[src/hw/rtl/escaped_frame_deframer_checksum_macros.svh]
// Assertion macros for the escaped frame deframer.
`ifndef ESCAPED_FRAME_DEFRAMER_CHECKSUM_MACROS_SVH
`define ESCAPED_FRAME_DEFRAMER_CHECKSUM_MACROS_SVH

`ifndef SYNTH
// Check a property on the clock, ignoring cycles held in reset
`define EFDC_ASSERT(label, clk, rstn, prop, msg) \
  label: assert property (@(posedge clk) disable iff (!rstn) prop) else $error(msg);
// Check a property on the clock at every edge, reset included
`define EFDC_ASSERT_ALWAYS(label, clk, prop, msg) \
  label: assert property (@(posedge clk) prop) else $error(msg);
`else
`define EFDC_ASSERT(label, clk, rstn, prop, msg)
`define EFDC_ASSERT_ALWAYS(label, clk, prop, msg)
`endif

`endif

[src/hw/rtl/efdc_pkg.sv]
// Package with constants and types of the escaped frame deframer.
`default_nettype none

package efdc_pkg;

  // Frame limits
  localparam int unsigned MAX_FRAME_BYTES = 2048;
  localparam logic [11:0] POS_MAX = 12'hFFF;
  localparam logic [11:0] PAY_LIMIT = (MAX_FRAME_BYTES < 4095) ?
                                      12'(MAX_FRAME_BYTES) : POS_MAX;
  localparam logic [11:0] PAYLOAD_START = 12'd11;
  localparam logic [11:0] MIN_FRAME_POS = 12'd12;

  // Framing and escape bytes
  localparam logic [7:0] ESC_BYTE = 8'hDB;
  localparam logic [7:0] ESC_END  = 8'hDC;
  localparam logic [7:0] ESC_ESC  = 8'hDD;
  localparam logic [7:0] END_MARK = 8'hC0;

  // Header positions
  localparam logic [11:0] POS_HEAD     = 12'd0;
  localparam logic [11:0] POS_VERSION  = 12'd1;
  localparam logic [11:0] POS_SENDER   = 12'd2;
  localparam logic [11:0] POS_RECEIVER = 12'd3;
  localparam logic [11:0] POS_LINK     = 12'd4;
  localparam logic [11:0] POS_OPER     = 12'd8;
  localparam logic [11:0] POS_OBJECT   = 12'd9;

  // Register indexes
  localparam logic [2:0] CFG_HEAD     = 3'd0;
  localparam logic [2:0] CFG_VERSION  = 3'd1;
  localparam logic [2:0] CFG_SENDER   = 3'd2;
  localparam logic [2:0] CFG_RECEIVER = 3'd3;
  localparam logic [2:0] CFG_TAIL     = 3'd4;

  // Register reset values
  localparam logic [7:0] RST_HEAD     = 8'hC0;
  localparam logic [7:0] RST_VERSION  = 8'h00;
  localparam logic [7:0] RST_SENDER   = 8'h00;
  localparam logic [7:0] RST_RECEIVER = 8'h00;
  localparam logic [7:0] RST_TAIL     = 8'hC0;

  // Result queue geometry
  localparam int unsigned QDEPTH = 4;
  localparam int unsigned QPTR_W = 2;
  localparam int unsigned QCNT_W = 3;
  localparam logic [QCNT_W-1:0] QMAX_FILL = 3'd1;

  typedef enum logic [1:0] {
    ST_OK              = 2'd0,
    ST_FRAME_WRONG     = 2'd1,
    ST_CHECKSUM_FAILED = 2'd2
  } status_e;

  typedef struct packed {
    logic        is_status;
    logic [7:0]  payload_byte;
    status_e     status_code;
    logic [7:0]  link_code;
    logic [7:0]  object_code;
    logic [7:0]  operation_kind;
    logic [11:0] payload_total;
    logic        last_result;
  } result_t;

endpackage

`default_nettype wire

[src/hw/rtl/escaped_frame_deframer_checksum.sv]
// Escaped frame deframer with 8-bit sum checksum and result queue.
// Results are written to the result queue on the accepted beat and leave it in order.
// Throughput: one input beat per cycle while the four-entry result queue holds
// at most one result; the results of one input leave the queue one per output transfer.
// Reset: asynchronous, active low; clears frame state, queue and loads the
// register defaults (head and tail C0, version and ids 00).
`default_nettype none
`include "escaped_frame_deframer_checksum_macros.svh"

module escaped_frame_deframer_checksum
  import efdc_pkg::*;
(
  input  wire logic        clk_i,
  input  wire logic        rst_ni,
  // Configuration port
  input  wire logic        psel,
  input  wire logic        penable,
  input  wire logic        pwrite,
  input  wire logic [4:0]  paddr,
  input  wire logic [31:0] pwdata,
  output logic [31:0]      prdata,
  output logic             pready,
  // Input channel
  input  wire logic        in_valid_i,
  output logic             in_ready_o,
  input  wire logic [7:0]  rx_byte_i,
  input  wire logic        end_of_datagram_i,
  // Output channel
  output logic             out_valid_o,
  input  wire logic        out_ready_i,
  output logic             is_status_o,
  output logic [7:0]       payload_byte_o,
  output logic [1:0]       status_code_o,
  output logic [7:0]       link_code_o,
  output logic [7:0]       object_code_o,
  output logic [7:0]       operation_kind_o,
  output logic [11:0]      payload_total_o,
  output logic             last_result_o
);

  // Configuration registers
  logic [7:0] head_q, version_q, sender_q, receiver_q, tail_q;

  // Frame state
  logic [11:0] pos_q, pos_d;
  logic [7:0]  sum_q, sum_d;
  logic [7:0]  dly0_q, dly1_q;
  logic        hdr_q, hdr_d;
  logic [7:0]  link_q, link_d, obj_q, obj_d, oper_q, oper_d;
  logic        pend_q, pend_d;
  logic [11:0] pay_q;

  // Result queue
  result_t           queue_q [QDEPTH];
  logic [QPTR_W-1:0] wr_q, rd_q;
  logic [QCNT_W-1:0] cnt_q;

  logic in_acc, out_acc, cfg_wr;

  // Datapath intermediates
  logic        escaped, do_conf, do_unesc;
  logic [11:0] conf_pos;
  logic        want_a, want_b, want_f;
  logic [7:0]  a_byte, received;
  logic        ok_a, ok_b, ok_f;
  logic [11:0] cnt1, cnt2, cnt3;
  status_e     code;
  result_t     cand [4];
  logic [3:0]  cand_v;
  logic [1:0]  off [4];
  logic [1:0]  n_res;

  assign in_acc  = in_valid_i && in_ready_o;
  assign out_acc = out_valid_o && out_ready_i;
  assign cfg_wr  = psel && penable && pwrite && pready;

  // APB access: always ready, reads decode the register index
  assign pready = 1'b1;
  always_comb begin
    case (paddr[4:2])
      CFG_HEAD:     prdata = {24'd0, head_q};
      CFG_VERSION:  prdata = {24'd0, version_q};
      CFG_SENDER:   prdata = {24'd0, sender_q};
      CFG_RECEIVER: prdata = {24'd0, receiver_q};
      CFG_TAIL:     prdata = {24'd0, tail_q};
      default:      prdata = 32'd0;
    endcase
  end

  always_ff @(posedge clk_i or negedge rst_ni) begin
    if (!rst_ni) begin
      head_q     <= RST_HEAD;
      version_q  <= RST_VERSION;
      sender_q   <= RST_SENDER;
      receiver_q <= RST_RECEIVER;
      tail_q     <= RST_TAIL;
    end else if (cfg_wr) begin
      case (paddr[4:2])
        CFG_HEAD:     head_q     <= pwdata[7:0];
        CFG_VERSION:  version_q  <= pwdata[7:0];
        CFG_SENDER:   sender_q   <= pwdata[7:0];
        CFG_RECEIVER: receiver_q <= pwdata[7:0];
        CFG_TAIL:     tail_q     <= pwdata[7:0];
        default:      ;
      endcase
    end
  end

  // Header checks and captures for the incoming byte
  always_comb begin
    hdr_d = hdr_q;
    if ((pos_q == POS_HEAD && rx_byte_i != head_q) ||
        (pos_q == POS_VERSION && rx_byte_i != version_q) ||
        (pos_q == POS_SENDER && rx_byte_i != sender_q) ||
        (pos_q == POS_RECEIVER && rx_byte_i != receiver_q)) begin
      hdr_d = 1'b0;
    end
    link_d = (pos_q == POS_LINK)   ? rx_byte_i : link_q;
    oper_d = (pos_q == POS_OPER)   ? rx_byte_i : oper_q;
    obj_d  = (pos_q == POS_OBJECT) ? rx_byte_i : obj_q;
    pos_d  = (pos_q == POS_MAX) ? pos_q : pos_q + 12'd1;
  end

  // Confirm the byte two beats back as data: sum it, unescape payload
  always_comb begin
    escaped  = end_of_datagram_i && (pos_q >= 12'd2) && (dly1_q == ESC_BYTE) &&
               (dly0_q == ESC_END || dly0_q == ESC_ESC);
    do_conf  = (pos_q >= 12'd2) && !escaped;
    conf_pos = pos_q - 12'd2;
    sum_d    = (do_conf && conf_pos >= 12'd1) ? sum_q + dly1_q : sum_q;
    do_unesc = do_conf && (conf_pos >= PAYLOAD_START);

    want_a = 1'b0;
    want_b = 1'b0;
    a_byte = ESC_BYTE;
    pend_d = pend_q;
    if (do_unesc) begin
      if (pend_q) begin
        pend_d = 1'b0;
        want_a = 1'b1;
        if (dly1_q == ESC_END) begin
          a_byte = END_MARK;
        end
        if (dly1_q != ESC_END && dly1_q != ESC_ESC) begin
          if (dly1_q == ESC_BYTE) begin
            pend_d = 1'b1;
          end else begin
            want_b = 1'b1;
          end
        end
      end else if (dly1_q == ESC_BYTE) begin
        pend_d = 1'b1;
      end else begin
        want_b = 1'b1;
      end
    end
    // Flush a lone escape at the end of the frame
    want_f = end_of_datagram_i && pend_d;

    // Saturating payload count
    ok_a = want_a && (pay_q < PAY_LIMIT);
    cnt1 = pay_q + 12'(ok_a);
    ok_b = want_b && (cnt1 < PAY_LIMIT);
    cnt2 = cnt1 + 12'(ok_b);
    ok_f = want_f && (cnt2 < PAY_LIMIT);
    cnt3 = cnt2 + 12'(ok_f);
  end

  // End-of-frame status
  always_comb begin
    if (escaped) begin
      received = (dly0_q == ESC_END) ? END_MARK : ESC_BYTE;
    end else begin
      received = dly0_q;
    end
    if (!hdr_d || pos_q < MIN_FRAME_POS || rx_byte_i != tail_q) begin
      code = ST_FRAME_WRONG;
    end else if (sum_d != received) begin
      code = ST_CHECKSUM_FAILED;
    end else begin
      code = ST_OK;
    end
  end

  // Build candidate results and their queue offsets
  always_comb begin
    cand_v = {end_of_datagram_i, ok_f, ok_b, ok_a};
    off[0] = 2'd0;
    off[1] = {1'b0, cand_v[0]};
    off[2] = off[1] + {1'b0, cand_v[1]};
    off[3] = off[2] + {1'b0, cand_v[2]};
    n_res  = off[3] + {1'b0, cand_v[3]};

    cand[0] = '{is_status: 1'b0, payload_byte: a_byte, status_code: ST_OK,
                link_code: 8'd0, object_code: 8'd0, operation_kind: 8'd0,
                payload_total: cnt1, last_result: ~|cand_v[3:1]};
    cand[1] = '{is_status: 1'b0, payload_byte: dly1_q, status_code: ST_OK,
                link_code: 8'd0, object_code: 8'd0, operation_kind: 8'd0,
                payload_total: cnt2, last_result: ~|cand_v[3:2]};
    cand[2] = '{is_status: 1'b0, payload_byte: ESC_BYTE, status_code: ST_OK,
                link_code: 8'd0, object_code: 8'd0, operation_kind: 8'd0,
                payload_total: cnt3, last_result: ~cand_v[3]};
    cand[3] = '{is_status: 1'b1, payload_byte: 8'd0, status_code: code,
                link_code: link_d, object_code: obj_d, operation_kind: oper_d,
                payload_total: cnt3, last_result: 1'b1};
  end

  // Advance or clear the frame state on each accepted beat
  always_ff @(posedge clk_i or negedge rst_ni) begin
    if (!rst_ni) begin
      pos_q  <= '0;
      sum_q  <= '0;
      dly0_q <= '0;
      dly1_q <= '0;
      hdr_q  <= 1'b1;
      link_q <= '0;
      obj_q  <= '0;
      oper_q <= '0;
      pend_q <= 1'b0;
      pay_q  <= '0;
    end else if (in_acc) begin
      if (end_of_datagram_i) begin
        pos_q  <= '0;
        sum_q  <= '0;
        dly0_q <= '0;
        dly1_q <= '0;
        hdr_q  <= 1'b1;
        link_q <= '0;
        obj_q  <= '0;
        oper_q <= '0;
        pend_q <= 1'b0;
        pay_q  <= '0;
      end else begin
        pos_q  <= pos_d;
        sum_q  <= sum_d;
        dly0_q <= rx_byte_i;
        dly1_q <= dly0_q;
        hdr_q  <= hdr_d;
        link_q <= link_d;
        obj_q  <= obj_d;
        oper_q <= oper_d;
        pend_q <= pend_d;
        pay_q  <= cnt2;
      end
    end
  end

  // Push results into the queue
  always_ff @(posedge clk_i) begin
    for (int k = 0; k < 4; k++) begin
      if (in_acc && cand_v[k]) begin
        queue_q[wr_q + off[k]] <= cand[k];
      end
    end
  end

  // Queue pointers and fill
  always_ff @(posedge clk_i or negedge rst_ni) begin
    if (!rst_ni) begin
      wr_q  <= '0;
      rd_q  <= '0;
      cnt_q <= '0;
    end else begin
      if (in_acc) begin
        wr_q <= wr_q + n_res;
      end
      if (out_acc) begin
        rd_q <= rd_q + QPTR_W'(1);
      end
      cnt_q <= cnt_q + (in_acc ? {1'b0, n_res} : 3'd0) - (out_acc ? 3'd1 : 3'd0);
    end
  end

  // Take a beat only when three free entries remain
  assign in_ready_o  = (cnt_q <= QMAX_FILL);
  assign out_valid_o = (cnt_q != '0);

  // Drive the head of the queue
  assign is_status_o      = queue_q[rd_q].is_status;
  assign payload_byte_o   = queue_q[rd_q].payload_byte;
  assign status_code_o    = queue_q[rd_q].status_code;
  assign link_code_o      = queue_q[rd_q].link_code;
  assign object_code_o    = queue_q[rd_q].object_code;
  assign operation_kind_o = queue_q[rd_q].operation_kind;
  assign payload_total_o  = queue_q[rd_q].payload_total;
  assign last_result_o    = queue_q[rd_q].last_result;

  // Checks
  `EFDC_ASSERT_ALWAYS(a_queue_fill, clk_i, !rst_ni || cnt_q <= QCNT_W'(QDEPTH), "result queue overfilled")
  `EFDC_ASSERT(a_pay_limit, clk_i, rst_ni, pay_q <= PAY_LIMIT, "payload count past limit")
  `EFDC_ASSERT(a_eod_clears, clk_i, rst_ni, (in_acc && end_of_datagram_i) |=> (pos_q == '0 && pay_q == '0 && !pend_q), "frame state not cleared after status")
  `EFDC_ASSERT(a_status_last, clk_i, rst_ni, (out_valid_o && is_status_o) |-> last_result_o, "status result not marked last")

endmodule

`default_nettype wire

[config.mk]
export PLATFORM = sky130hd
export DESIGN_NAME = escaped_frame_deframer_checksum
export DESIGN_NICKNAME = d
export VERILOG_FILES = /design/src/hw/rtl/efdc_pkg.sv /design/src/hw/rtl/escaped_frame_deframer_checksum.sv
export VERILOG_INCLUDE_DIRS = /design/src /design/src/hw/rtl
export SDC_FILE = /design/constraint.sdc
export NUM_CORES = 1
export LEC_CHECK = 0
export ABC_AREA = 0
export ABC_CLOCK_PERIOD_IN_PS = 24100
export BUFFER_PORTS_ARGS = -buffer_cell sky130_fd_sc_hd__buf_2
export CAP_MARGIN = 20
export CORE_ASPECT_RATIO = 1.25
export CORE_MARGIN = 2
export CORE_UTILIZATION = 53
export DETAILED_ROUTE_END_ITERATION = 10
export MAX_ROUTING_LAYER = met4
export PLACE_DENSITY = 0.75
export SLEW_MARGIN = 5
export SYNTH_ARGS = -nofsm -noshare
export SYNTH_HDL_FRONTEND = slang
export SYNTH_SLANG_ARGS = --single-unit
[constraint.sdc]
create_clock -name clk_i -period 24.1 [get_ports clk_i]
set_input_delay 0 -clock clk_i [delete_from_list [all_inputs] [get_ports clk_i]]
set_output_delay 0 -clock clk_i [all_outputs]
set_load 0.005 [all_outputs]
==> reports/qor.csv, run 1 <==
metric;value;unit
run_status;finished, final reports clean;
cts.path.max_buffers;3;
dieHeight;207;um
hp-class;in2async;
fin_nets;1756;
wl_met3;3.22;mm
crit_path_max_incr_delay;0.82;ns
finalHoldViolCount;0;
antenna_found_initial;0;
highest_layer;met4;
cts_setup_buffers;0;
dpl_cell_area;0.0180;mm^2
first_iter_violations;1367;
slew_viol_final;0;
clock_latency;0.59;ns
critPathTopFamily;simple AND/OR/NAND/NOR gates;
cts_root_buf;clkbuf_16;
ys.flop_type;edfxtp_1;
tns;0;ns
drc;0;
fp.dieArea;0.0344;mm^2
pin_count;136;
skew;0.0217;ns
wl_met1;17.9;mm
critPathBufInv;2;
wl_met2;22.3;mm
ctsHoldBuffers;19;
vias_per_cell;6.22;
vdd_drop_max;0.0829;mV
cp_common_cell;ha_1;
grt_pass1_vias;13000;
syn_to_final_growth;11.1;%
n_fill_cell;2570;
ys_seq_area_share;48.2;%
syn-instance-count;1622;
powerDensity;133;mW/mm^2
yosysUniqueCellTypes;88;
vias;13100;
synth_area_per_cell;10.7;um^2
cp-end-kind;flop;
crit_slowest_cell;nand2_2;
critPathMaxFanout;38;
synth_edf_count;152;
leakagePower;7.44;nW
cp.arrival;10.34;ns
drive_gt1_share;17.9;%
ys_seq_elements;313;
cts_resized;0;
period_share;42.1;%
path_class;reg2reg;
start_util;53.6;%
placement.io_buffers;84;
drt_pass1_iterations;6;
async_flop_share;38.7;%
clkSinkCount;313;
wl;44.9;mm
rows;74;
max_freq;0.0986;GHz
dp.final_hpwl;28.9;mm
cts_tree;done;
antenna_left;0;
grt_pass1_wl;70.6;mm
cp.required;24.30;ns
final_area;0.0194;mm^2
rsz0062_at_grt;no;
diodes;0;
period_minus_slack;10.14;ns
power.total;2.58;mW
yosys_warnings;0;
wire_per_inst;21.2;um
cts_made_buffers;29;
drv_cap;0;
fp.dieW;166;um
max_slew_margin;28.2;%
setup.worst_path.start_class;flop;
grt_start_max_net_pins;69;
gr-usage-all-layers;26.6;%
syn-cell-area;0.0174;mm^2
setup_violations;0;
gp_congestion;0.946;
grt_overflow;0;
clk_pin_slew;0.07;ns
htreeDepth;1;
core;0.0325;mm^2
hold_ws;0.00560;ns
worstMarginPinSlew;1.07;ns
==> worst paths after layout <==
| kind | from | to | slack, ns | depth (start not counted) |
|---|---|---|---|---|
| max | pos_q[2] | queue_q[1][5] | 13.96 | 29 |
| min | rst_ni | tail_q[1] | 0.006 | 2 |
| min in group clk_i | in_valid_i | wr_q[0] | 0.03 | 5 |
| max reg2reg | pos_q[2] | queue_q[1][5] | 13.96 | 29 |
| max in group asynchronous | rst_ni | rd_q[0] | 22.58 | 3 |
| min reg2reg | queue_q[2][47] | queue_q[2][47] | 0.44 | 2 |
==> synthesized netlist by cell type (18+ instances only) <==
cell type  count  area [um^2]
xor2_1        28          245
nor3_1        27          135
o21ai_0      107          536
xnor2_1       87          762
clkbuf_1      75          282
nor2_1       184          691
nand2_1      162          608
a22oi_1       38          285
a211oi_1      25          188
ha_1          28          350
nand4_1       18          113
dfxtp_1       40          801
edfxtp_1     152         4560
inv_1         26         97.6
buf_4         30          225
nand3_1       34          170
mux4_2        48         1080
mux2i_1       35          350
dfrtp_1      116         2900
mux2_2        48          541
a21oi_1       67          335
==> final cells by class <==
class | count | area (um^2) | area share (%)
multi-input cells | 1174 | 8420 | 43.4
flip-flops and latches | 313 | 8400 | 43.4
repair buffers | 128 | 862 | 4.45
clock buffers | 35 | 778 | 4.02
well taps | 418 | 523 | 2.70
clock inverters | 19 | 294 | 1.52
inverters | 26 | 97.6 | 0.504
==> per-layer routing <==
metal  GRT usage, %  vias to the layer above
met1           33.6                     6430
met5              -                        -
met3           3.16                      116
met4           10.1                        0
met2           44.8                      581
li1               -                     6022
==> power by group <==
part | internal, mW | switching (mW)
combinational | 0.484 | 0.696
clock | 0.307 | 0.212
sequential | 0.766 | 0.117
total | 1.56 | 1.02
==> flip-flops by register name, summed over array words and instances (netlist names), 2 cells and up <==
name	cells
queue_q	192
pay_q	12
pos_q	12
dly0_q	8
dly1_q	8
head_q	8
link_q	8
obj_q	8
oper_q	8
receiver_q	8
sender_q	8
sum_q	8
tail_q	8
version_q	8
cnt_q	3
rd_q	2
wr_q	2
==> worst register-to-register path, delay by kind of cell (launching register included) <==
family | cells | cell delay, ns
AO/OA/AOI/OAI | 8 | 2.63
adder cells (fa/ha/maj) | 4 | 1.03
XOR/XNOR | 4 | 1.29
AND/OR/NAND/NOR | 11 | 3.88
flip-flops | 1 | 0.53
buffers and inverters | 2 | 0.35
==> stage by stage <==
step	utilization [%]	setup slack (ns)	cells
final	59.6	13.96	2113
after floorplan	-	15.62	1645
after detailed placement	55.4	14.03	2035
after global routing	59.6	13.32	2113
after CTS	59.3	13.99	2108
after global placement	55.4	14.23	2035
==> cells by family (layout without fill, tap and decap cells) <==
logic type / count (synthesis) / count (layout) / synth area share [%]
DFF: 313 / 313 / 48.2
and+or+nand+nor: 512 / 512 / 13.8
buffers and inverters: 158 / 208 / 4.33
muxes: 132 / 132 / 11.4
adders and majority gates: 31 / 31 / 2.35
other: 2 / 25 / 0.0431
xor gates and xnor gates: 119 / 119 / 6.28
AOI/OAI and AO/OA: 355 / 355 / 13.5
==> layout by cell type, fill, tap and decap left out, drive strengths merged, types with 40 or more instances in the layout <==
cell / instances
a21oi: 68
buf: 109
dfrtp: 116
dfxtp: 40
edfxtp: 152
mux2: 48
mux4: 48
nand2: 163
nor2: 188
o21ai: 108
xnor2: 89
Note: power is estimated with default switching activity, not from simulation.
==> run 2: changes to the inputs <==
--- a/config.mk
+++ b/config.mk
@@ -6,8 +6,8 @@
 export SDC_FILE = /design/constraint.sdc
 export NUM_CORES = 1
 export LEC_CHECK = 0
-export ABC_AREA = 0
-export ABC_CLOCK_PERIOD_IN_PS = 24100
+export ABC_AREA = 1
+export ABC_CLOCK_PERIOD_IN_PS = 9000
 export BUFFER_PORTS_ARGS = -buffer_cell sky130_fd_sc_hd__buf_2
 export CAP_MARGIN = 20
 export CORE_ASPECT_RATIO = 1.25
@@ -15,7 +15,7 @@
 export CORE_UTILIZATION = 53
 export DETAILED_ROUTE_END_ITERATION = 10
 export MAX_ROUTING_LAYER = met4
-export PLACE_DENSITY = 0.75
+export PLACE_DENSITY = 0.78
 export SLEW_MARGIN = 5
 export SYNTH_ARGS = -nofsm -noshare
 export SYNTH_HDL_FRONTEND = slang
==> constraint.sdc (replaced) <==
create_clock -name clk_i -period 9 [get_ports clk_i]
set_input_delay 0 -clock clk_i [delete_from_list [all_inputs] [get_ports clk_i]]
set_output_delay 0 -clock clk_i [all_outputs]
set_load 0.005 [all_outputs]
==> reports/qor.csv, run 2 <==
metric;value;unit;change
drc;0;;unchanged
r2r-end;queue_q[3][6];;
synth_area_leaders;edfxtp_1, dfrtp_1, nand2_1;;
grt_overflow;0;;unchanged
vdd_drop_max;0.209;mV;+150%
cts_root_buf;clkbuf_16;;
wire_per_inst;17.6;um;-17%
cp-endpoint;queue_q[3][6];;
grt_start_max_net_pins;101;;+46%
syn_to_final_growth;10.8;%;
skew;0.0304;ns;+0.00872 ns
setup.worst_path.start_class;flop;;
crit_start;pos_q[1];;
wl;46.2;mm;+2.9%
place_inst;2542;;+25%
gp_congestion;0.977;;+3.3%
pin_count;136;;unchanged
first_iter_violations;1453;;+6.3%
powerDensity;359;mW/mm^2;+170%
start_util;54.0;%;+0.39 points
reg2regPathDepth;35;;+21%
leakagePower;8.19;nW;+10%
async_flop_share;38.7;%;unchanged
fp.dieArea;0.0341;mm^2;-0.89%
worstMarginPinSlew;1.04;ns;-0.0349 ns
synth_top_area_share;26.4;%;+0.24 points
final_cells;2619;;+24%
dp.final_hpwl;30.4;mm;+5.4%
drive_gt1_share;10.1;%;-7.8 points
crit_slowest_cell;buf_4;;
cts.path.max_buffers;3;;unchanged
antenna_found_initial;0;;unchanged
max_freq;0.124;GHz;+26%
placement.io_buffers;84;;unchanged
clock_latency;0.60;ns;about the same
grt_pass1_vias;14100;;+8.2%
syn-cell-area;0.0173;mm^2;-0.91%
cts_made_buffers;30;;+3.4%
cts_setup_buffers;0;;unchanged
critPathBufInv;5;;+3
path_depth;35;;+21%
vias;15000;;+14%
yosysMostFrequentCell;nand2_1;;
rrSetupSlack;0.94;ns;-13.02 ns
core;0.0320;mm^2;-1.6%
synth_edf_count;152;;unchanged
dpl_cell_area;0.0178;mm^2;-1.3%
rows;73;;-1.4%
drv_cap;0;;unchanged
crit_path_max_incr_delay;0.49;ns;-0.33 ns
path_class;reg2reg;;
ys.flop_type;edfxtp_1;;
ys_seq_elements;313;;unchanged
synthTopCellsByCount;nand2_1, nor2_1, o21ai_0;;
drt_pass1_iterations;6;;unchanged
hold_ws;0.0917;ns;+0.0861 ns
clk_pin_slew;0.07;ns;about the same
htreeDepth;1;;unchanged
max_slew_margin;30.8;%;+2.6 points
finalHoldViolCount;0;;unchanged
grt_pass1_wl;73.1;mm;+3.5%
clkSinkCount;313;;unchanged
critPathMaxFanout;38;;unchanged
reg2reg_from;pos_q[1];;
syn-instance-count;2130;;+31%
period_share;89.6;%;+48 points
largest_reg_flops;192;;unchanged
diodes;0;;unchanged
run_status;finished, final reports clean;;
final_common_cell;nand2_1;;
cp-end-kind;flop;;
hp-class;in2async;;
period_minus_slack;8.06;ns;-2.08 ns
critPathTopFamily;simple AND/OR/NAND/NOR gates;;
yosys_warnings;0;;unchanged
synth_area_per_cell;8.11;um^2;-25%
yosysUniqueCellTypes;56;;-36%
power.total;6.86;mW;+170%
final_area;0.0191;mm^2;-1.2%
tns;0;ns;unchanged
ys_seq_area_share;48.6;%;+0.44 points
fin_nets;2267;;+29%
fp.dieW;165;um;-0.45%
yosysTopAreaCell;edfxtp_1;;
final_cell_mix;nand2_1, nor2_1, o21ai_0;;
cp.arrival;8.27;ns;-2.07 ns
antenna_left;0;;unchanged
cp.required;9.21;ns;-15.09 ns
rsz0062_at_grt;no;;
cp_common_cell;nand2_1;;
dieHeight;206;um;-0.45%
gr-usage-all-layers;28.1;%;+1.5 points
vias_per_cell;5.74;;-7.7%
cts_tree;done;;
slew_viol_final;0;;unchanged
setup_violations;0;;unchanged
-- run 2: layout make-up --
class	instances	area, um^2
Clock buffer	32	768
Clock inverter	24	388
Fill cell	2745	12800
Inverter	185	697
Multi-Input combinational cell	1528	7590
Sequential cell	313	8400
Tap cell	412	515
Timing Repair Buffer	125	783
-- run 2: repair_timing --
action,in CTS,in global routing
hold buffers,21,0
gates resized for setup,0,0
endpoints found under the hold margin,128,0
-- run 2: kinds of logic (layout without fill, tap and decap cells) --
| family | after synthesis | in the layout | synth area share (%) |
|---|---|---|---|
| other | 2 | 25 | 0.0435 |
| AOI/OAI and AO/OA | 405 | 405 | 12.8 |
| DFF | 313 | 313 | 48.6 |
| and+or+nand+nor | 1006 | 1006 | 25.0 |
| xor gates and xnor gates | 61 | 61 | 3.09 |
| buffers and inverters | 312 | 366 | 7.97 |
| adders and majority gates | 31 | 31 | 2.38 |
-- run 2: worst register-to-register path: cells and delay by family, from the launching register on --
| kind | cells | cell delay (ns) |
|---|---|---|
| AO/OA/AOI/OAI | 2 | 0.37 |
| AND/OR/NAND/NOR | 21 | 4.19 |
| XOR/XNOR | 3 | 0.64 |
| adder cells (fa/ha/maj) | 4 | 0.91 |
| buffers and inverters | 5 | 1.06 |
| flip-flops | 1 | 0.46 |
-- run 2: worst min-delay path by stage --
| stage | endpoint | cells after the start | start | slack [ns] |
|---|---|---|---|---|
| final | sender_q[6] | 2 | rst_ni | 0.09 |
| after global routing | tail_q[5] | 2 | rst_ni | 0.19 |
| after CTS | sender_q[6] | 2 | rst_ni | 0.14 |
| after detailed placement | sender_q[6] | 1 | rst_ni | 0.22 |
| after global placement | sender_q[6] | 1 | rst_ni | 0.22 |
| after floorplan | cnt_q[0] | 0 | rst_ni | -0.30 |
-- run 2: per-stage QoR --
stage / setup slack (ns) / util [%]
floorplan: 2.33 / -
global placement: 1.26 / 55.6
detailed placement: 1.08 / 55.6
CTS: 1.01 / 59.9
global route: 0.189 / 59.9
finish: 0.936 / 59.9
-- run 2: metal layers --
layer	GRT usage, %	part of all wire (%)
met3	3.10	7.8
met2	45.9	48
met4	10.4	3.5
met1	36.3	40
met5	-	0
-- run 2: power by group --
group / switching [mW] / internal [mW]
registers: 0.237 / 2.01
logic: 2.15 / 1.00
clock network: 0.580 / 0.883
total: 2.97 / 3.90
